--- src/rtl/lcd_nibble_write_sequencer_defines.svh ---
// ----------------------------------------------------------------------------
// LCD nibble write sequencer: assertion macros
// Shared concurrent assertion forms, clocked on the rising edge and
// disabled while reset is asserted.
// ----------------------------------------------------------------------------
`ifndef LCD_NIBBLE_WRITE_SEQUENCER_DEFINES_SVH
`define LCD_NIBBLE_WRITE_SEQUENCER_DEFINES_SVH

// Same-cycle implication.
`define LNWS_ASSERT_NOW(lbl, clk, rst_n, ante, cons, msg) \
  lbl: assert property (@(posedge clk) disable iff (!rst_n) (ante) |-> (cons)) \
    else $error(msg);

// Next-cycle implication.
`define LNWS_ASSERT_NEXT(lbl, clk, rst_n, ante, cons, msg) \
  lbl: assert property (@(posedge clk) disable iff (!rst_n) (ante) |=> (cons)) \
    else $error(msg);

`endif

--- src/rtl/lnws_pkg.sv ---
// ----------------------------------------------------------------------------
// LCD nibble write sequencer package
// Request codes, register indexes, reset values and the power-up tables.
// ----------------------------------------------------------------------------
`timescale 1ns / 1ps

package lnws_pkg;

  typedef enum logic [2:0] {
    FUNC_NIBBLE = 3'd0,
    FUNC_BYTE   = 3'd1,
    FUNC_CHAR   = 3'd2,
    FUNC_CURSOR = 3'd3,
    FUNC_INIT   = 3'd4
  } func_e;

  typedef enum logic [1:0] {
    CFG_ENABLE_PULSE = 2'd0,
    CFG_CHAR_HOLD    = 2'd1,
    CFG_CURSOR_HOLD  = 2'd2
  } cfg_idx_e;

  typedef enum logic [1:0] {
    ST_IDLE = 2'b01,
    ST_RUN  = 2'b10
  } state_e;

  localparam int unsigned CfgIdxW = 2;
  localparam int unsigned CfgDataW = 16;
  localparam int unsigned StepW = 5;

  localparam logic [7:0]  EnablePulseRst = 8'd1;
  localparam logic [15:0] CharHoldRst    = 16'd46;
  localparam logic [15:0] CursorHoldRst  = 16'd50;
  localparam logic [15:0] PowerupWaitUs  = 16'd50000;

  localparam logic [1:0] AddrLine0 = 2'b10;
  localparam logic [1:0] AddrLine1 = 2'b11;

  localparam logic [StepW-1:0] LastNibble = 5'd1;
  localparam logic [StepW-1:0] LastByte   = 5'd3;
  localparam logic [StepW-1:0] LastInit   = 5'd28;

  // Power-up sequence, one entry per enable pulse.
  function automatic logic [3:0] init_nibble(input logic [3:0] p);
    logic [3:0] n;
    unique case (p)
      4'd0, 4'd1, 4'd2: n = 4'h3;
      4'd3, 4'd4:       n = 4'h2;
      4'd5, 4'd7:       n = 4'h8;
      4'd9:             n = 4'h1;
      4'd11:            n = 4'h6;
      4'd13:            n = 4'hD;
      default:          n = 4'h0;
    endcase
    return n;
  endfunction

  function automatic logic [15:0] init_low_hold(input logic [3:0] p);
    logic [15:0] h;
    unique case (p)
      4'd0:                    h = 16'd4100;
      4'd1, 4'd2, 4'd3:        h = 16'd100;
      4'd5, 4'd7, 4'd11, 4'd13: h = 16'd53;
      4'd9:                    h = 16'd3000;
      default:                 h = 16'd0;
    endcase
    return h;
  endfunction

endpackage

--- src/rtl/lcd_nibble_write_sequencer.sv ---
// ----------------------------------------------------------------------------
// LCD nibble write sequencer
// Expands one request into the pin states of a 4-bit character LCD.
// ----------------------------------------------------------------------------
// A request is taken when start_i is high and busy_o is low. It then holds
// busy_o high while its steps run: a nibble command gives 2 results, a byte,
// character or cursor move 4 and init 29. A step counter walks the request
// one pin state per cycle through a single shared lookup and select path;
// each state appears in the next cycle on the registered result ports for
// exactly one cycle with result_valid_o high, and last_o marks the final
// state. The receiver cannot stall, so every state must be taken when shown.
// Codes 5 to 7 on func_i are dropped and give no results. The configuration
// port is always ready; write it only while busy_o is low.
`timescale 1ns / 1ps

`include "lcd_nibble_write_sequencer_defines.svh"

module lcd_nibble_write_sequencer (
  input  logic                           clk_i,
  input  logic                           rst_ni,
  input  logic                           start_i,
  output logic                           busy_o,
  input  logic [2:0]                     func_i,
  input  logic [7:0]                     value_i,
  input  logic [15:0]                    delay_us_i,
  input  logic                           row_i,
  input  logic [5:0]                     column_i,
  input  logic                           cfg_valid_i,
  output logic                           cfg_ready_o,
  input  logic [lnws_pkg::CfgIdxW-1:0]   cfg_index_i,
  input  logic [lnws_pkg::CfgDataW-1:0]  cfg_data_i,
  output logic                           result_valid_o,
  output logic [3:0]                     data_nibble_o,
  output logic                           register_select_o,
  output logic                           enable_o,
  output logic [15:0]                    hold_us_o,
  output logic                           last_o
);

  import lnws_pkg::*;

  state_e state_q, state_d;
  logic [StepW-1:0] step_q, step_d;
  logic [StepW-1:0] end_q, end_d;
  logic [7:0]  byte_q, byte_d;
  logic [15:0] final_q, final_d;
  logic        rs_q, rs_d;
  logic        is_init_q, is_init_d;
  logic        is_nib_q, is_nib_d;

  logic [7:0]  enable_pulse_q;
  logic [15:0] char_hold_q;
  logic [15:0] cursor_hold_q;

  logic        res_valid_q;
  logic [3:0]  res_nib_q, res_nib_d;
  logic        res_rs_q;
  logic        res_en_q, res_en_d;
  logic [15:0] res_hold_q, res_hold_d;
  logic        res_last_q, res_last_d;

  logic             accept;
  logic             known;
  logic [StepW-1:0] pos;
  logic             last_step;

  assign busy_o      = (state_q == ST_RUN);
  assign cfg_ready_o = 1'b1;
  assign accept      = start_i && !busy_o;

  always_ff @(posedge clk_i or negedge rst_ni) begin
    if (!rst_ni) begin
      enable_pulse_q <= EnablePulseRst;
      char_hold_q    <= CharHoldRst;
      cursor_hold_q  <= CursorHoldRst;
    end else if (cfg_valid_i && cfg_ready_o) begin
      unique case (cfg_index_i)
        CFG_ENABLE_PULSE: enable_pulse_q <= cfg_data_i[7:0];
        CFG_CHAR_HOLD:    char_hold_q    <= cfg_data_i;
        CFG_CURSOR_HOLD:  cursor_hold_q  <= cfg_data_i;
        default: ;
      endcase
    end
  end

  // Request decode
  always_comb begin
    known     = 1'b1;
    end_d     = LastByte;
    byte_d    = value_i;
    final_d   = delay_us_i;
    rs_d      = 1'b0;
    is_init_d = 1'b0;
    is_nib_d  = 1'b0;
    unique case (func_i)
      FUNC_NIBBLE: begin
        end_d    = LastNibble;
        is_nib_d = 1'b1;
      end
      FUNC_BYTE: ;
      FUNC_CHAR: begin
        rs_d    = 1'b1;
        final_d = char_hold_q;
      end
      FUNC_CURSOR: begin
        byte_d  = {(row_i ? AddrLine1 : AddrLine0), column_i};
        final_d = cursor_hold_q;
      end
      FUNC_INIT: begin
        end_d     = LastInit;
        is_init_d = 1'b1;
      end
      default: known = 1'b0;
    endcase
  end

  // Step sequencer
  always_comb begin
    state_d = state_q;
    step_d  = step_q;
    unique case (state_q)
      ST_IDLE: begin
        step_d = '0;
        if (accept && known) begin
          state_d = ST_RUN;
        end
      end
      ST_RUN: begin
        step_d = step_q + StepW'(1);
        if (last_step) begin
          state_d = ST_IDLE;
        end
      end
      default: state_d = ST_IDLE;
    endcase
  end

  // Pin state of the current step
  assign last_step = (step_q == end_q);
  assign pos       = is_init_q ? (step_q - StepW'(1)) : step_q;

  always_comb begin
    res_en_d   = !pos[0];
    res_last_d = last_step;
    if (is_init_q) begin
      res_nib_d = init_nibble(pos[4:1]);
    end else if (is_nib_q || pos[1]) begin
      res_nib_d = byte_q[3:0];
    end else begin
      res_nib_d = byte_q[7:4];
    end
    priority if (is_init_q && step_q == '0) begin
      res_nib_d  = 4'h0;
      res_en_d   = 1'b0;
      res_hold_d = PowerupWaitUs;
    end else if (!pos[0]) begin
      res_hold_d = {8'd0, enable_pulse_q};
    end else if (is_init_q) begin
      res_hold_d = init_low_hold(pos[4:1]);
    end else if (last_step) begin
      res_hold_d = final_q;
    end else begin
      res_hold_d = 16'd0;
    end
  end

  always_ff @(posedge clk_i or negedge rst_ni) begin
    if (!rst_ni) begin
      state_q     <= ST_IDLE;
      step_q      <= '0;
      res_valid_q <= 1'b0;
    end else begin
      state_q     <= state_d;
      step_q      <= step_d;
      res_valid_q <= busy_o;
    end
  end

  always_ff @(posedge clk_i) begin
    if (accept && known) begin
      end_q     <= end_d;
      byte_q    <= byte_d;
      final_q   <= final_d;
      rs_q      <= rs_d;
      is_init_q <= is_init_d;
      is_nib_q  <= is_nib_d;
    end
    if (busy_o) begin
      res_nib_q  <= res_nib_d;
      res_rs_q   <= rs_q;
      res_en_q   <= res_en_d;
      res_hold_q <= res_hold_d;
      res_last_q <= res_last_d;
    end
  end

  assign result_valid_o    = res_valid_q;
  assign data_nibble_o     = res_nib_q;
  assign register_select_o = res_rs_q;
  assign enable_o          = res_en_q;
  assign hold_us_o         = res_hold_q;
  assign last_o            = res_last_q;

  `LNWS_ASSERT_NOW(a_last_frees, clk_i, rst_ni, result_valid_o && last_o, !busy_o, "busy after last")
  `LNWS_ASSERT_NEXT(a_run_emits, clk_i, rst_ni, busy_o, result_valid_o, "missing result")
  `LNWS_ASSERT_NEXT(a_start_runs, clk_i, rst_ni, start_i && !busy_o && (func_i <= FUNC_INIT), busy_o && !result_valid_o, "request not started")

endmodule
--- config.mk ---
export PLATFORM = sky130hd
export DESIGN_NAME = lcd_nibble_write_sequencer
export DESIGN_NICKNAME = d
export VERILOG_FILES = /design/src/rtl/lnws_pkg.sv /design/src/rtl/lcd_nibble_write_sequencer.sv
export VERILOG_INCLUDE_DIRS = /design/src /design/src/rtl
export SDC_FILE = /design/constraint.sdc
export NUM_CORES = 1
export LEC_CHECK = 0
export BUFFER_PORTS_ARGS = -buffer_cell sky130_fd_sc_hd__buf_2
export CORE_MARGIN = 5
export CORE_UTILIZATION = 60
export DETAILED_ROUTE_END_ITERATION = 10
export MAX_ROUTING_LAYER = met4
export PLACE_DENSITY_LB_ADDON = 0.3
export SYNTH_ARGS = -nofsm -noshare
export SYNTH_HDL_FRONTEND = slang
export SYNTH_SLANG_ARGS = --single-unit
--- constraint.sdc ---
create_clock -name clk_i -period 5.55 [get_ports clk_i]
set_input_delay 0.8325 -clock clk_i [delete_from_list [all_inputs] [get_ports clk_i]]
set_output_delay 0.8325 -clock clk_i [all_outputs]
set_load 0.01 [all_outputs]
# Word-level counts from Yosys, hierarchy flattened
# Memories as Yosys holds them, arrays and structs flattened.
# Cells that the tools add are included.
totals:
  mem_bits_ro: 240
  mem_count: 2
  word_cells: 68
  inputBits: 56
  out_inout_bits: 26
  reg_bits: 103
mem_list:
  columns: ["name", "words", "width", "rd", "rd_clocked_by_memory_dff", "wr", "line_no", "rtl"]
  rows:
  - ["(no name shown)", 16, 11, 1, 0, 0, "lnws_pkg.sv:61", "unique case (p)"]
  - ["(no name shown)", 16, 4, 1, 0, 0, "lnws_pkg.sv:47", "unique case (p)"]
op_classes:
  bitwise_logic: 1
  n_eq_ne: 11
  n_mux: 18
  n_addsub: 2
  n_reduce_logical: 16
op_table:
  columns: ["cell", "n"]
  rows:
  - ["2-to-1 mux 16 bit", 3]
  - ["case mux 16 bit (2 select lines)", 1]
  - ["case mux 5 bit (2 select lines)", 2]
  - ["2-to-1 mux 4 bit", 2]
  - ["2-to-1 mux 8 bit", 1]
  - ["AND reduction 2 bit", 4]
  - ["== test 3 x 2 -> 1 bit (second input constant)", 2]
  - ["adder 5 x 1 -> 5 bit (second input constant)", 1]
  - ["== test 5 bit", 1]
  - ["logical NOT 5 bit", 1]
  - ["2-to-1 mux 1 bit", 5]
  - ["2-to-1 mux 5 bit", 1]
  - ["OR reduction 5 bit", 1]
  - ["subtractor 5 x 1 -> 5 bit (second input constant)", 1]
  - ["== test 2 x 1 -> 1 bit (second input constant)", 2]
  - ["== test 2 bit (second input constant)", 2]
  - ["2-to-1 mux 2 bit", 2]
  - ["case mux 2 bit (2 select lines)", 1]
  - ["== test 3 x 1 -> 1 bit (second input constant)", 1]
  - ["== test 3 bit (second input constant)", 1]
  - ["logical AND 1 bit", 3]
  - ["logical NOT 3 bit", 1]
  - ["logical NOT 1 bit", 2]
  - ["logical NOT 2 bit", 1]
  - ["other kinds (6)", 6]

# Depth between registers and ports, before layout
depth:
  depth_word: 6
  ltp_mapped: 9
  ltp_nobuf: 7

# Least setup slack after synthesis
# Ideal clock, no wire load.
synth_timing:
  kind: "register -> register"
  startpoint: "register state_q[0]"
  endpoint: "register byte_q[0], enable pin"
  t_arrival_ps: 2039
  synth_period_minus_slack_ps: 2424
  path_buffers: 0
  slack_ps: 3126
  required_time_ps: 5166
  setup_time_ps: 384
  stages_incl_launch_ff: 6
  cell_sequence: "dfstp_2 > inv_1 > ha_1 > inv_1 > nand3_1 > inv_1"
synth_via:
  elab_chain_len: 4
synth_rtl:
  columns: ["element", "line_no", "rtl"]
  rows:
  - ["start: declaration", "lcd_nibble_write_sequencer.sv:42", "state_e state_q, state_d;"]
  - ["start signal: assignment", "lcd_nibble_write_sequencer.sv:173", "state_q <= state_d;"]
  - ["== test 2 bit", "lcd_nibble_write_sequencer.sv:67", "assign busy_o = (state_q == ST_RUN);"]
  - ["via busy_o", "lcd_nibble_write_sequencer.sv:22", "output logic busy_o,"]
  - ["logical NOT 1 bit", "lcd_nibble_write_sequencer.sv:69", "assign accept = start_i && !busy_o;"]
  - ["logical AND 1 bit", "lcd_nibble_write_sequencer.sv:69", null]
  - ["logical AND 1 bit", "lcd_nibble_write_sequencer.sv:180", "if (accept && known) begin"]
  - ["end signal: assignment", "lcd_nibble_write_sequencer.sv:182", "byte_q <= byte_d;"]
  - ["end: declaration", "lcd_nibble_write_sequencer.sv:45", "logic [7:0] byte_q, byte_d;"]
# The timed path passes the listed nets, and every way through them passes these cells.
# A chain may end at the register's enable or synchronous reset.

# Final worst setup path
layout_timing:
  startpoint: "register step_q[0]"
  endpoint: "register res_hold_q[2], in the netlist hold_us_o[2], data pin"
layout_via:
  elab_chain_len: 5
  word_cells_on_any_way: 9
  cone_classes: "add/sub (1); eq/ne (1); mux (4); reduce/logical (2); memory (1)"
layout_rtl:
  columns: ["element", "line_no", "rtl"]
  rows:
  - ["start: declaration", "lcd_nibble_write_sequencer.sv:43", "logic [StepW-1:0] step_q, step_d;"]
  - ["start signal: assignment", "lcd_nibble_write_sequencer.sv:174", "step_q <= step_d;"]
  - ["subtractor 5 x 1 -> 5 bit", "lcd_nibble_write_sequencer.sv:140", "assign pos = is_init_q ? (step_q - StepW'(1)) : step_q;"]
  - ["2-to-1 mux 5 bit", "lcd_nibble_write_sequencer.sv:140", null]
  - ["memory read (16 x 11 bit)", null, null]
  - ["2-to-1 mux 16 bit", "lcd_nibble_write_sequencer.sv:158", "end else if (is_init_q) begin"]
  - ["2-to-1 mux 16 bit", "lcd_nibble_write_sequencer.sv:156", "end else if (!pos[0]) begin"]
  - ["end signal: assignment", "lcd_nibble_write_sequencer.sv:192", "res_hold_q <= res_hold_d;"]
  - ["end: declaration", "lcd_nibble_write_sequencer.sv:59", "logic [15:0] res_hold_q, res_hold_d;"]
# Parallel ways exist; a longest one is shown, timed or not.

==> results by group <==
Outcome
  • Status: completed

Setup path
  • Worst endpoint required time: 5.65 ns
  • Reg2reg start: step_q[0]
  • Setup crit end kind: flop
  • Max incr delay on CP: roughly 0.7 ns
  • Slowest stage cell, crit path: dfrtp_1
  • Crit start category: flop
  • CP Cell Sequence: inv_2, ha_1, and4bb_1, xor2_1, o21ai_0, a22oi_1, o21ai_1
  • Worst EP arrival: ~2.8 ns
  • Reg2Reg Depth: 7
  • WS Path Type: reg -> reg
  • RR Endpoint: hold_us_o[2]
  • Highest net fanout along the worst path: 13
  • Reg-to-reg slack, setup: about 2.8 ns

Timing
  • Post-route minimum period: approximately 2.7 ns
  • Worst Max-Slew Pin Slew: approximately 1.1 ns
  • RSZ-0062 raised after global routing: false
  • Setup tns final: 0 ns
  • Hold Fails Final Rpt: 0
  • Post-route clock skew: roughly 0.013 ns
  • Final setup viols: 0
  • Slew HR: 0.259
  • Period utilization: 0.489
  • Final Max Tran Viols: 0
  • Fmax: 369 MHz

CTS
  • Hold_buf cts: 0
  • Skew-Pair Late Insertion Delay: 0.36 ns
  • H-tree levels: 3
  • Setup bufs post-CTS: 0
  • Clock Sinks: 100
  • CTS buffer count: 9
  • CTS clock-pin slew for the worst setup and hold paths: around 0.1 ns
  • TritonCTS clock tree: done
  • Root Driver: clkbuf_8
  • Clock buffer depth: 2
  • Post_cts resized: 0

Cells and area
  • Most common cell after layout, fill and taps aside: buf_2
  • Fin cells: 543
  • Nets: 496
  • P&R area growth vs syn: 14.2%
  • Commonest cells after routing, fill and taps aside: buf_2 (80), edfxtp_1 (52), nand2_1 (45), dfrtp_1 (39), mux2_2 (27)
  • N_diodes: 0
  • Layout cells sized above 1: 0.324

Pwr
  • Leakage power: roughly 2.2 nW
  • Power Dens Cells: 368 nW/um2
  • Worst VDD drop: between 150 and 200 uV
  • Combinational share of power: 0.230
  • Clk network pwr share: 0.262
  • Sw Ratio: 0.297
  • Total power: 1.95 mW
  • Pint: between 1 and 1.5 mW
  • Switching power: 0.581 mW
  • Sequential Power Share: 0.507

Floorplanning
  • Initial Util: 0.607
  • Die X-Extent: 98.0 um
  • # rows: 32
  • Ports: just over 80
  • Core area: about 7600 um2
  • Die height: between 90 and 100 um
  • Die area: 9600 um2

Yosys
  • Number of synthesized flops with an enable pin: 52
  • Yosys Warn Count: 0
  • Seq/Total Area, Yosys: 0.598
  • Post-Syn Nets: around 420
  • Synth unique cells: 50
  • Post-Syn Area per Cell: between 10 and 15 um2
  • #FFs+latches synth: 100
  • Cell count after synthesis: 362
  • Async S/R FF share, synth: 0.480
  • Mapped Area: 4640 um2
  • Most used flip-flop cell after synthesis: edfxtp_1

Global routing
  • Antenna violations before repair: 0
  • First-pass GRT wire length: approximately 15000 um
  • All-Layer GR Usage: 0.200
  • Remaining global-route overflow: 0
  • Vias in the first global route: between 3000 and 4000
  • Largest net degree at the start of global routing: 49

Drt
  • Uppermost routed layer: met4
  • Met2 WL: 4450 um
  • Met3 WL post-DR: 441 um
  • DR vias/cell: about 5.6
  • Wire per inst: about 16 um
  • Remaining DRCs: 0
  • Initial DRC Count: between 150 and 200
  • Routed vias: about 3000
  • DRT met1 WL: around 3900 um
  • First-pass detailed-route iteration total: 5
  • Routed wire length: between 8000 and 9000 um
  • Post-DRT Antenna Nets: 0

Hold path
  • Min-Delay Path Class: reg -> reg
  • Worst hold stages: 0
  • Hold endpoint: register_select_o
  • Hold_sp: rs_q

Place
  • GPL Wtd Cong: 0.907
  • # port buffers: 80
  • Post-DP HPWL: 6360 um
  • Placed cells: between 500 and 600

Flow run
  • Max-cap violation count: 0
==> state kept, by name (all words and copies together), names as in the netlist <==
register and cells:
char_hold_q 16, is_init_q 1, hold_us_o 16, end_q 2
state_q 2, cursor_hold_q 16, final_q 16, byte_q 8
step_q 5, data_nibble_o 4, enable_o 1, last_o 1
rs_q 1, enable_pulse_q 8, register_select_o 1, result_valid_o 1
is_nib_q 1
==> through the flow <==
step / setup slack, ns / hold WS, ns / util / area (um2)
global placement: 2.81 / 0.405 / 0.664 / 5070
finish: 2.84 / 0.428 / 0.693 / 5300
CTS: 2.86 / 0.435 / 0.693 / 5300
floorplan: 3.13 / 0.400 / - / 4640
global route: 2.66 / 0.438 / 0.693 / 5300
detailed placement: 2.73 / 0.409 / 0.664 / 5070
==> area by class of cell <==
class | instances | area (um2)
Sequential cell | 100 | 2770
Inverter | 11 | 41.3
Clock buffer | 10 | 128
Tap cell | 102 | 128
Multi-Input combinational cell | 233 | 1720
Clock inverter | 6 | 100
Fill cell | 541 | 2340
Timing Repair Buffer | 81 | 408
==> kinds of logic (layout without fill, tap and decap cells) <==
family,Yosys count,count (layout),share of synthesized area
adders and majority gates,4,4,0.0108
other,1,1,0.000808
AOI/OAI and AO/OA,66,66,0.0873
and+or+nand+nor,88,88,0.0995
buffers and inverters,29,108,0.0310
muxes,65,65,0.153
xor gates and xnor gates,9,9,0.0202
DFF,100,100,0.598
==> cell usage after synthesis, types with 7 or more instances <==
cell type,number,area [um2]
edfxtp_1,52,1560
buf_2,7,35.0
mux2_2,27,304
mux2_1,20,225
a21oi_1,12,60.1
o21ai_1,8,40.0
dfrtp_1,39,976
inv_1,10,37.5
nor2_1,13,48.8
o21ai_0,23,115
dfstp_2,9,236
nand2_1,45,169
mux2i_1,18,180
==> metal layers <==
layer / GRT usage / vias to the layer above
li1: - / 1466
met1: 0.262 / 1458
met2: 0.325 / 99
met3: 0.0293 / 10
met4: 0.0607 / 0
met5: - / -
==> power by group through the flow <==
stage	logic, mW	registers, mW	clock network [mW]
floorplan	0.322	0.994	0
global placement	0.429	1.00	0
detailed placement	0.446	1.01	0
CTS	0.450	0.992	0.518
finish	0.450	0.991	0.513
global route	0.499	1.00	0.551
==> worst max-delay path: cells and delay by family, from the launching register on <==
kind,cells,cell delay [ns]
adders and majority gates,1,0.26
and+or+nand+nor,1,0.22
buffers and inverters,1,0.14
AOI/OAI and AO/OA,3,0.54
DFF,1,0.70
xor gates and xnor gates,1,0.59
==> how the worst max path moves through the flow <==
stage | start | to | slack [ns] | cells after the start
4_1_cts | step_q[0] | hold_us_o[2] | 2.86 | 7
5_1_grt | step_q[0] | hold_us_o[2] | 2.66 | 7
6_report | step_q[0] | hold_us_o[2] | 2.84 | 7
3_5_place_dp | func_i[0] | byte_q[6] | 2.73 | 6
2_1_floorplan | state_q[0] | byte_q[0] | 3.13 | 5
3_3_place_gp | func_i[0] | byte_q[1] | 2.81 | 6
No activity file was read; power rests on OpenSTA's default activity.
